`config.mk`:
```
export PLATFORM = sky130hd
export DESIGN_NAME = rsdp_descriptor_validator_unit
export DESIGN_NICKNAME = d
export VERILOG_FILES = /design/src/rtl/rdv_pkg.sv /design/src/rtl/rsdp_descriptor_validator_unit.sv /design/src/rtl/rdv_core.sv
export SDC_FILE = /design/constraint.sdc
export NUM_CORES = 1
export LEC_CHECK = 0
export BUFFER_PORTS_ARGS = -buffer_cell sky130_fd_sc_hd__clkbuf_2
export CAP_MARGIN = 25
export CORE_UTILIZATION = 55
export CTS_CLUSTER_SIZE = 25
export DETAILED_ROUTE_END_ITERATION = 8
export HOLD_SLACK_MARGIN = 0.15
export PLACE_DENSITY = 0.76
export SETUP_SLACK_MARGIN = 0.3
export SLEW_MARGIN = 15
export SYNTH_ARGS = -nofsm -noshare
export SYNTH_HDL_FRONTEND = slang
export SYNTH_SLANG_ARGS = --single-unit
```
`constraint.sdc`:
```
create_clock -name clk -period 3.96 [get_ports clk]
set_clock_uncertainty 0.2 [all_clocks]
set_input_delay 0.792 -clock clk [delete_from_list [all_inputs] [get_ports clk]]
set_output_delay 0.792 -clock clk [all_outputs]
set_load 0.02 [all_outputs]
```
`src/rtl/rdv_pkg.sv`:
```
`timescale 1ns / 1ps
// rdv_pkg: shared types and constants for the root pointer descriptor validator
// used by rdv_core and rsdp_descriptor_validator_unit, no dependencies
package rdv_pkg;

  // default upper bound on the declared descriptor length
  localparam int unsigned RDV_MAX_BYTES_DEFAULT = 64;

  localparam int unsigned LEN_W      = 32;
  localparam int unsigned SIG_LEN    = 8;
  localparam int unsigned REV_OFFSET = 15;
  localparam int unsigned V1_LAST    = 19;
  localparam int unsigned LEN_FIRST  = 20;
  localparam int unsigned LEN_LAST   = 23;
  localparam int unsigned V2_LEN     = 36;
  localparam logic [7:0]  EXT_REVISION = 8'd2;

  // "RSD PTR "
  localparam logic [7:0] SIG_BYTES [SIG_LEN] = '{
    8'h52, 8'h53, 8'h44, 8'h20, 8'h50, 8'h54, 8'h52, 8'h20
  };

  typedef enum logic [2:0] {
    REASON_OK        = 3'd0,
    REASON_SIGNATURE = 3'd1,
    REASON_CHECKSUM  = 3'd2,
    REASON_LEN_SHORT = 3'd3,
    REASON_EXT_CSUM  = 3'd4,
    REASON_LEN_OVER  = 3'd5
  } reason_t;

  typedef struct packed {
    logic [7:0] data_byte;
    logic       start_req;
  } byte_item_t;

  typedef struct packed {
    logic       valid_res;
    logic [2:0] reason;
    logic [7:0] revision;
  } verdict_item_t;

endpackage

```
`src/rtl/rsdp_descriptor_validator_unit.sv`:
```
`timescale 1ns / 1ps
// rsdp_descriptor_validator_unit: top level, input register, core and verdict register
// depends on rdv_pkg and rdv_core
//
// Checks ACPI root pointer descriptors streamed one byte per transfer, with
// start_req on the first byte of each candidate. Each byte passes through a
// single update of the running sum and offset between the input register
// and the verdict register, so a byte is accepted every cycle while the
// verdict register is not stalled. At most one verdict leaves per
// candidate; bytes after it are dropped until the next start, and a start
// in mid candidate abandons the old one silently. Declared lengths above
// MAX_DESCRIPTOR_BYTES are reported as over limit without the extended sum.
module rsdp_descriptor_validator_unit #(
  parameter int unsigned MAX_DESCRIPTOR_BYTES = rdv_pkg::RDV_MAX_BYTES_DEFAULT
) (
  input  logic                   clk,
  input  logic                   rst,
  input  logic                   byte_valid,
  output logic                   byte_stall,
  input  rdv_pkg::byte_item_t    byte_item,
  output logic                   verdict_valid,
  input  logic                   verdict_stall,
  output rdv_pkg::verdict_item_t verdict_item
);
  import rdv_pkg::*;

  logic          in_full;
  byte_item_t    in_q;
  logic          advance;
  logic          take;
  logic          res_valid;
  verdict_item_t res;

  assign advance    = !verdict_valid || !verdict_stall;
  assign take       = in_full && advance;
  assign byte_stall = in_full && !advance;

  always_ff @(posedge clk) begin
    if (rst) begin
      in_full <= 1'b0;
    end else if (byte_valid && !byte_stall) begin
      in_full <= 1'b1;
    end else if (take) begin
      in_full <= 1'b0;
    end
  end

  always_ff @(posedge clk) begin
    if (byte_valid && !byte_stall) begin
      in_q <= byte_item;
    end
  end

  rdv_core #(
    .MAX_DESCRIPTOR_BYTES(MAX_DESCRIPTOR_BYTES)
  ) u_core (
    .clk       (clk),
    .rst       (rst),
    .item_take (take),
    .item      (in_q),
    .res_valid (res_valid),
    .res       (res)
  );

  always_ff @(posedge clk) begin
    if (rst) begin
      verdict_valid <= 1'b0;
    end else if (advance) begin
      verdict_valid <= res_valid;
    end
  end

  always_ff @(posedge clk) begin
    if (advance && res_valid) begin
      verdict_item <= res;
    end
  end

endmodule

```
`src/rtl/rdv_core.sv`:
```
`timescale 1ns / 1ps
// rdv_core: per-candidate state and the single-byte update of the validator
// depends on rdv_pkg
module rdv_core #(
  parameter int unsigned MAX_DESCRIPTOR_BYTES = rdv_pkg::RDV_MAX_BYTES_DEFAULT
) (
  input  logic                   clk,
  input  logic                   rst,
  input  logic                   item_take,
  input  rdv_pkg::byte_item_t    item,
  output logic                   res_valid,
  output rdv_pkg::verdict_item_t res
);
  import rdv_pkg::*;

  localparam int unsigned OFF_W = $clog2(MAX_DESCRIPTOR_BYTES + 1);

  logic [OFF_W-1:0] byte_offset, byte_offset_next;
  logic [7:0]       running_sum, running_sum_next;
  logic [7:0]       revision_seen, revision_seen_next;
  logic [LEN_W-1:0] declared_length, declared_length_next;
  logic             verdict_given;

  logic             active;
  logic [OFF_W-1:0] off_c;
  logic [7:0]       sum_c, rev_c;
  logic [LEN_W-1:0] len_c;
  logic             emit;
  logic             ok;
  reason_t          why;

  assign active = item.start_req || !verdict_given;

  always_comb begin
    // a start opens a fresh candidate at offset zero
    off_c = item.start_req ? '0 : byte_offset;
    sum_c = item.start_req ? '0 : running_sum;
    rev_c = item.start_req ? '0 : revision_seen;
    len_c = item.start_req ? '0 : declared_length;

    running_sum_next     = sum_c + item.data_byte;
    byte_offset_next     = off_c + OFF_W'(1);
    revision_seen_next   = rev_c;
    declared_length_next = len_c;
    emit = 1'b0;
    ok   = 1'b0;
    why  = REASON_OK;

    if (off_c < OFF_W'(SIG_LEN)) begin
      if (item.data_byte != SIG_BYTES[off_c[2:0]]) begin
        emit = 1'b1;
        why  = REASON_SIGNATURE;
      end
    end else begin
      if (off_c == OFF_W'(REV_OFFSET)) begin
        revision_seen_next = item.data_byte;
      end
      if (off_c == OFF_W'(V1_LAST)) begin
        if (running_sum_next != 8'd0) begin
          emit = 1'b1;
          why  = REASON_CHECKSUM;
        end else if (revision_seen_next < EXT_REVISION) begin
          emit = 1'b1;
          ok   = 1'b1;
        end
      end else if (off_c >= OFF_W'(LEN_FIRST) && off_c <= OFF_W'(LEN_LAST)) begin
        // little-endian length, bytes 20..23
        unique case (off_c[1:0])
          2'd0: declared_length_next[7:0]   = item.data_byte;
          2'd1: declared_length_next[15:8]  = item.data_byte;
          2'd2: declared_length_next[23:16] = item.data_byte;
          default: declared_length_next[31:24] = item.data_byte;
        endcase
        if (off_c == OFF_W'(LEN_LAST)) begin
          if (declared_length_next < LEN_W'(V2_LEN)) begin
            emit = 1'b1;
            why  = REASON_LEN_SHORT;
          end else if (declared_length_next > LEN_W'(MAX_DESCRIPTOR_BYTES)) begin
            emit = 1'b1;
            why  = REASON_LEN_OVER;
          end
        end
      end else if (off_c > OFF_W'(LEN_LAST) &&
                   (LEN_W'(off_c) + LEN_W'(1)) == len_c) begin
        emit = 1'b1;
        if (running_sum_next != 8'd0) begin
          why = REASON_EXT_CSUM;
        end else begin
          ok = 1'b1;
        end
      end
    end
  end

  assign res_valid     = item_take && active && emit;
  assign res.valid_res = ok;
  assign res.reason    = why;
  assign res.revision  = revision_seen_next;

  always_ff @(posedge clk) begin
    if (rst) begin
      byte_offset     <= '0;
      running_sum     <= '0;
      revision_seen   <= '0;
      declared_length <= '0;
      verdict_given   <= 1'b1;
    end else if (item_take && active) begin
      byte_offset     <= byte_offset_next;
      running_sum     <= running_sum_next;
      revision_seen   <= revision_seen_next;
      declared_length <= declared_length_next;
      verdict_given   <= emit;
    end
  end

endmodule

```
# Yosys cells after proc, flatten, opt, wreduce, memory -nomap -nowiden
# Memories as Yosys holds them, arrays and structs flattened.
# Index checks and enable logic that the tools add are counted.
# totals
reg_bits,79
romBits,64
output_inout_bits,14
word_cells,106
mem_count,1
# memory_table
name,words,width,read_ports,rd_ports_with_merged_regs,wr,line_no,source
(name not given),8,8,1,0,0,rdv_core.sv:50,if (item.data_byte != SIG_BYTES[off_c[2:0]]) begin
# op_classes
n_addsub,3
n_lt_le_gt_ge,8
n_eq_ne,7
muxes,55
bitwise_logic,1
reduce_logical,19
# ops
operator,n
2-to-1 mux 8 bit,23
2-to-1 mux 32 bit,4
== test 32 bit,1
greater-than comparator 32 x 7 -> 1 bit (second input constant),1
< comparator 32 x 6 -> 1 bit (second input constant),1
2-to-1 mux 3 bit,8
2-to-1 mux 1 bit,18
== test 7 x 5 -> 1 bit (second input constant),2
adder 7 x 1 -> 8 bit (second input constant),1
adder 8 bit,1
logical AND 1 bit,8
< comparator 8 x 2 -> 1 bit (second input constant),1
!= test 8 bit,1
nonzero test 8 bit,1
adder 7 x 1 -> 7 bit (second input constant),1
== test 7 x 4 -> 1 bit (second input constant),1
>= comparator 7 x 5 -> 1 bit (second input constant),1
greater-than comparator 7 x 5 -> 1 bit (second input constant),1
less-or-equal comparator 7 x 5 -> 1 bit (second input constant),1
< comparator 7 x 4 -> 1 bit (second input constant),1
2-to-1 mux 7 bit,1
logical NOT 1 bit,5
>= comparator 4 bit (second input constant),1
NOT 3 -> 4 bit,1
other kinds (7),8

# Logic depth before layout (Yosys ltp)
# logic_depth
depth_word,16
mapped_depth,16
ltp_nobuf,13

# Modules after synthesis
# From an unflattened synthesis, not the netlist that was laid out.
# hier_totals
hier_cells,474
area_unflattened_um2,4251.6
# modules_own_cells
module,instances,cells_per_inst,area_per_inst_um2,seq_area_each_um2
rdv_core,1,442,3527.1,1121.1
rsdp_descriptor_validator_unit,1,32,724.4,670.6

# Worst setup path before layout
# OpenSTA, ideal clock, no wires.
# synth_timing
kind,register to register
from,register in_q[0] in the netlist's numbering
to,"register verdict_item[0] in the netlist's numbering, enable pin"
t_arrival_ns,3.678
path_slack_ns,-0.315
path_stages_with_launch,15
n_path_buf,4
synth_period_minus_slack_ns,4.275
cell_sequence,edfxtp_1 buf_2 buf_2 buf_2 buf_1 nor2b_1 ha_1 fa_1 a211oi_1 o21bai_1 a21oi_1 xor2_1 and4_1 nor2b_1 nor3_1
# synth_via
elab_chain_len,16
# synth_lines
element,line_no,source
from (decl),rsdp_descriptor_validator_unit.sv:28,byte_item_t in_q;
from (signal assigned),rsdp_descriptor_validator_unit.sv:50,in_q <= byte_item;
2-to-1 mux 7 bit,rdv_core.sv:36,off_c = item.start_req ? '0 : byte_offset;
== test 2 x 1 -> 1 bit (tied with other cells),rdv_core.sv:68,unique case (off_c[1:0])
OR reduction 3 bit (no line),n/a,
2-to-1 mux 8 bit,rdv_core.sv:68,
2-to-1 mux 8 bit,rdv_core.sv:66,end else if (off_c >= OFF_W'(LEN_FIRST) && off_c <= OFF_W'(LEN_LAST)) begin
2-to-1 mux 8 bit,rdv_core.sv:58,if (off_c == OFF_W'(V1_LAST)) begin
2-to-1 mux 8 bit,rdv_core.sv:49,if (off_c < OFF_W'(SIG_LEN)) begin
greater-than comparator 32 x 7 -> 1 bit,rdv_core.sv:78,end else if (declared_length_next > LEN_W'(MAX_DESCRIPTOR_BYTES)) begin
2-to-1 mux 1 bit,rdv_core.sv:78,
2-to-1 mux 1 bit,rdv_core.sv:75,if (declared_length_next < LEN_W'(V2_LEN)) begin
2-to-1 mux 1 bit,rdv_core.sv:74,if (off_c == OFF_W'(LEN_LAST)) begin
2-to-1 mux 1 bit,rdv_core.sv:66,
2-to-1 mux 1 bit,rdv_core.sv:58,
2-to-1 mux 1 bit,rdv_core.sv:49,
logical AND 1 bit (*),rdv_core.sv:95,assign res_valid = item_take && active && emit;
logical AND 1 bit (*),rsdp_descriptor_validator_unit.sv:74,if (advance && res_valid) begin
to (signal assigned),rsdp_descriptor_validator_unit.sv:75,verdict_item <= res;
to (decl),rsdp_descriptor_validator_unit.sv:23,output rdv_pkg::verdict_item_t verdict_item
# Mark *: on every way between the ends. The rest lies on a longest branch, timed or not. The select of a mux whose other input is x is not followed.
# A chain may end at the register's enable or synchronous reset.

# Final worst setup path
# layout_timing
from,register u_core.byte_offset[0]
to,"register verdict_item[0] in the netlist's numbering, enable pin"
# layout_via
elab_chain_len,16
# layout_lines
element,line_no,source
from (decl),rdv_core.sv:18,"logic [OFF_W-1:0] byte_offset, byte_offset_next;"
from (signal assigned),rdv_core.sv:108,byte_offset <= byte_offset_next;
2-to-1 mux 7 bit (*),rdv_core.sv:36,
== test 2 x 1 -> 1 bit (tied with other cells),rdv_core.sv:68,
OR reduction 3 bit (no line),n/a,
2-to-1 mux 8 bit,rdv_core.sv:68,
2-to-1 mux 8 bit,rdv_core.sv:66,
2-to-1 mux 8 bit,rdv_core.sv:58,
2-to-1 mux 8 bit,rdv_core.sv:49,
greater-than comparator 32 x 7 -> 1 bit,rdv_core.sv:78,
2-to-1 mux 1 bit,rdv_core.sv:78,
2-to-1 mux 1 bit,rdv_core.sv:75,
2-to-1 mux 1 bit,rdv_core.sv:74,
2-to-1 mux 1 bit,rdv_core.sv:66,
2-to-1 mux 1 bit,rdv_core.sv:58,
2-to-1 mux 1 bit (*),rdv_core.sv:49,
logical AND 1 bit (*),rdv_core.sv:95,
logical AND 1 bit (*),rsdp_descriptor_validator_unit.sv:74,
# Marked as above.

==> metrics.yaml <==
area.growth.synth_to_final_pct: 9.38
drt_iter0_drc: 291
cp.arrival_ps: 3410
gp_congestion: 0.966
cts_tree: "built"
remaining_drc_errors: 0
io_pins: 27
cts_max_level: 3
hold_start: "u_core.running_sum[0]"
vias_per_cell: 6.10
grt_pass1_vias: 3424
port_buffers: 26
n_antenna_cell: 0
p_sw_uw: 421
synth-edff-count: 21
synth-seq-cells: 79
placed_cells: 591
seqPwrFrac: 0.538
startpoint_type: "flip-flop"
pre_cts_ws_ps: 451
rsz0062_at_grt: "false"
rows: 31
crit_start: "u_core.byte_offset[0]"
power.leakage_nw: 1.75
tns_ps: 0
path_buf_inv: 1
synth_warnings: 0
grt_usage: 0.267
max_slew.worst_pin.slew_ps: 872
drtPass1Iterations: 5
nets: 533
syn_area_um2: 4320
p_int_mw: 1.19
finalWorstSetupSlack_ps: 475
layout.area.seq_um2: 1790
syn_inst: 492
crit_family: "simple AND/OR/NAND/NOR gates"
ys.flop_type: "dfxtp_1"
r2r-start: "u_core.byte_offset[0]"
core_area_um2: 7410
worst_ep_required_time_ps: 3890
swShare: 0.261
status: "finished, final reports clean"
multi_input_area_um2: 2340
hold_viol: 0
finalCritPeriodShare: 0.880
power_density_nw_per_um2: 340
clockPowerShare: 0.373
clock-sinks: 79
finalCriticalPeriod_ps: 3480
dp_hpwl_mm: 7.23
path_clk_slew_ps: 90
worstHoldPathType: "reg -> reg"
nFillCells: 614
clock_latency_ps: 360
postRouteWirelength_mm: 10.6
synth-async-reset-ratio: 0
vdd.ir_drop.worst_mv: 0.291
cts.path.max_buffers: 2
endpoint_kind: "flip-flop"
stdcell_count: 608
maxSlewHeadroom: 0.418
max-cap-violations: 0
postLayoutCoreUtil: 0.638
crit_slowest_cell: "ha_1"
cts_buffers: 9
regToRegSetupSlack_ps: 480
pwr-share-comb: 0.089
grt_overflow: 0
antenna_left: 0
seq_area_frac_synth: 0.414
dieArea_um2: 8220
die_h_um: 90.7
start_util: 0.584
drive_gt1_frac: 0.147
yosysUniqueCellTypes: 59
wl_per_cell_um: 17.4
vias: 3711
worstSetupPathType: "reg -> reg"
grt_max_degree: 38
setup_viol_count_final: 0
cp_max_fo: 17
cp_cell_sequence: "nor2b_2, ha_1, o21ai_1, or4_1, nor2_1, a41oi_1, and4b_4, nor3_4, buf_12"
slew_viol_final: 0
avgSynthCellArea_um2: 8.79
grt_first_pass_wirelength_mm: 17.3
antenna_found_initial: 0
cts-root-buf: "clkbuf_8"
cp_slowest_stage_delay_ps: 550
syn_nets: 521
die_w_um: 90.7
max_freq_mhz: 287
[registers in the layout, summed over array words and instances, names as in the netlist, 7 cells and up]
register / flops
in_q: 9
u_core.byte_offset: 7
u_core.declared_length: 32
u_core.revision_seen: 8
u_core.running_sum: 8
verdict_item: 12
[synthesized netlist by cell type, types with 2 or more instances]
cell type	instances	area, µm²
a211oi_1	7	52.6
a21o_1	5	37.5
a21oi_1	33	165
a22oi_1	19	143
a31oi_1	5	31.3
a32oi_1	13	114
and3_1	5	31.3
and4_1	2	17.5
buf_1	2	7.51
buf_2	12	60.1
buf_4	3	22.5
buf_6	2	22.5
clkbuf_1	18	67.6
dfxtp_1	58	1160
edfxtp_1	21	631
ha_1	15	188
inv_1	6	22.5
inv_2	2	7.51
mux2i_1	8	80.1
nand2_1	53	199
nand2b_1	13	81.3
nand3_1	7	35.0
nand3_2	3	30.0
nand4_1	2	12.5
nand4_2	2	25.0
nor2_1	61	229
nor2b_1	12	75.1
nor3_1	9	45.0
nor3b_1	3	22.5
nor4_1	10	62.6
o21ai_0	21	105
o21ai_1	6	30.0
o21bai_1	3	22.5
or3_1	2	12.5
or4_1	4	30.0
xnor2_1	15	131
xor2_1	8	70.1
[power by group through the flow]
stage          sequential [mW]  clock [mW]  combinational [mW]
6_report                 0.866       0.601               0.142
5_1_grt                  0.867       0.634               0.157
2_1_floorplan            0.872           0               0.102
4_1_cts                  0.865       0.610               0.138
3_5_place_dp             0.884           0               0.138
3_3_place_gp             0.884           0               0.133
[worst paths after layout]
check,endpoint,depth (start not counted)
worst max register to register,verdict_item[0],9
worst min register to register,u_core.running_sum[0],2
worst min-delay path,u_core.running_sum[0],2
worst max-delay path,verdict_item[0],9
[cells in the final DEF, fill, tap and decap left out, types with 6 or more instances in the layout]
cell and n:
a22oi_1 19, xnor2_1 15, mux2i_1 8, nand2b_1 13
a32oi_1 13, nor2b_1 10, nor4_1 10, edfxtp_1 21
inv_1 6, xor2_1 8, nor3_1 8, clkbuf_8 9
o21ai_0 21, a21oi_1 33, a211oi_1 7, nand2_1 53
nor2_1 61, clkbuf_2 26, o21ai_1 6, dfxtp_1 58
buf_4 10, ha_1 13, nand3_1 7
[layer usage]
metal	global-route usage	share of wire	vias up
met4	0.0941	0.016	0
li1	-	-	1792
met3	0.0455	0.073	17
met2	0.417	0.46	164
met5	0	0	-
met1	0.370	0.45	1738
[timing repair]
| action | 4_1_cts | 5_1_grt |
|---|---|---|
| hold buffers | 0 | 0 |
| setup buffers | 0 | 1 |
| endpoints found under the setup margin | 0 | 12 |
| resized for setup | 0 | 2 |
[metrics by stage]
step / cell area (µm²) / power (mW) / hold WS (ps)
floorplan: 4340 / 0.974 / 232
global placement: 4490 / 1.02 / 240
detailed placement: 4510 / 1.02 / 249
CTS: 4700 / 1.61 / 260
global route: 4730 / 1.66 / 287
finish: 4730 / 1.61 / 258
[kinds of logic after synthesis]
kind of cell	count (synthesis)	synth area share
AOI/OAI and AO/OA	123	0.188
and+or+nand+nor	198	0.236
muxes	8	0.0185
adders and majority gates	16	0.0480
buffers and inverters	45	0.0486
DFF	79	0.414
xor gates and xnor gates	23	0.0466
[area by class of cell]
cell class,instances,area share
well taps,99,0.0262
clock inverters,7,0.0151
inverters,8,0.00635
flip-flops and latches,79,0.379
clock buffers,9,0.0262
repair buffers,38,0.0519
multi-input cells,368,0.496
[tightest hold or removal path, delay by kind of cell (launching register included)]
| kind | cells | cell delay (ps) |
|---|---|---|
| DFF | 1 | 310 |
| and+or+nand+nor | 1 | 50 |
| AOI/OAI and AO/OA | 1 | 50 |
Note: power is estimated with default switching activity, not from simulation.
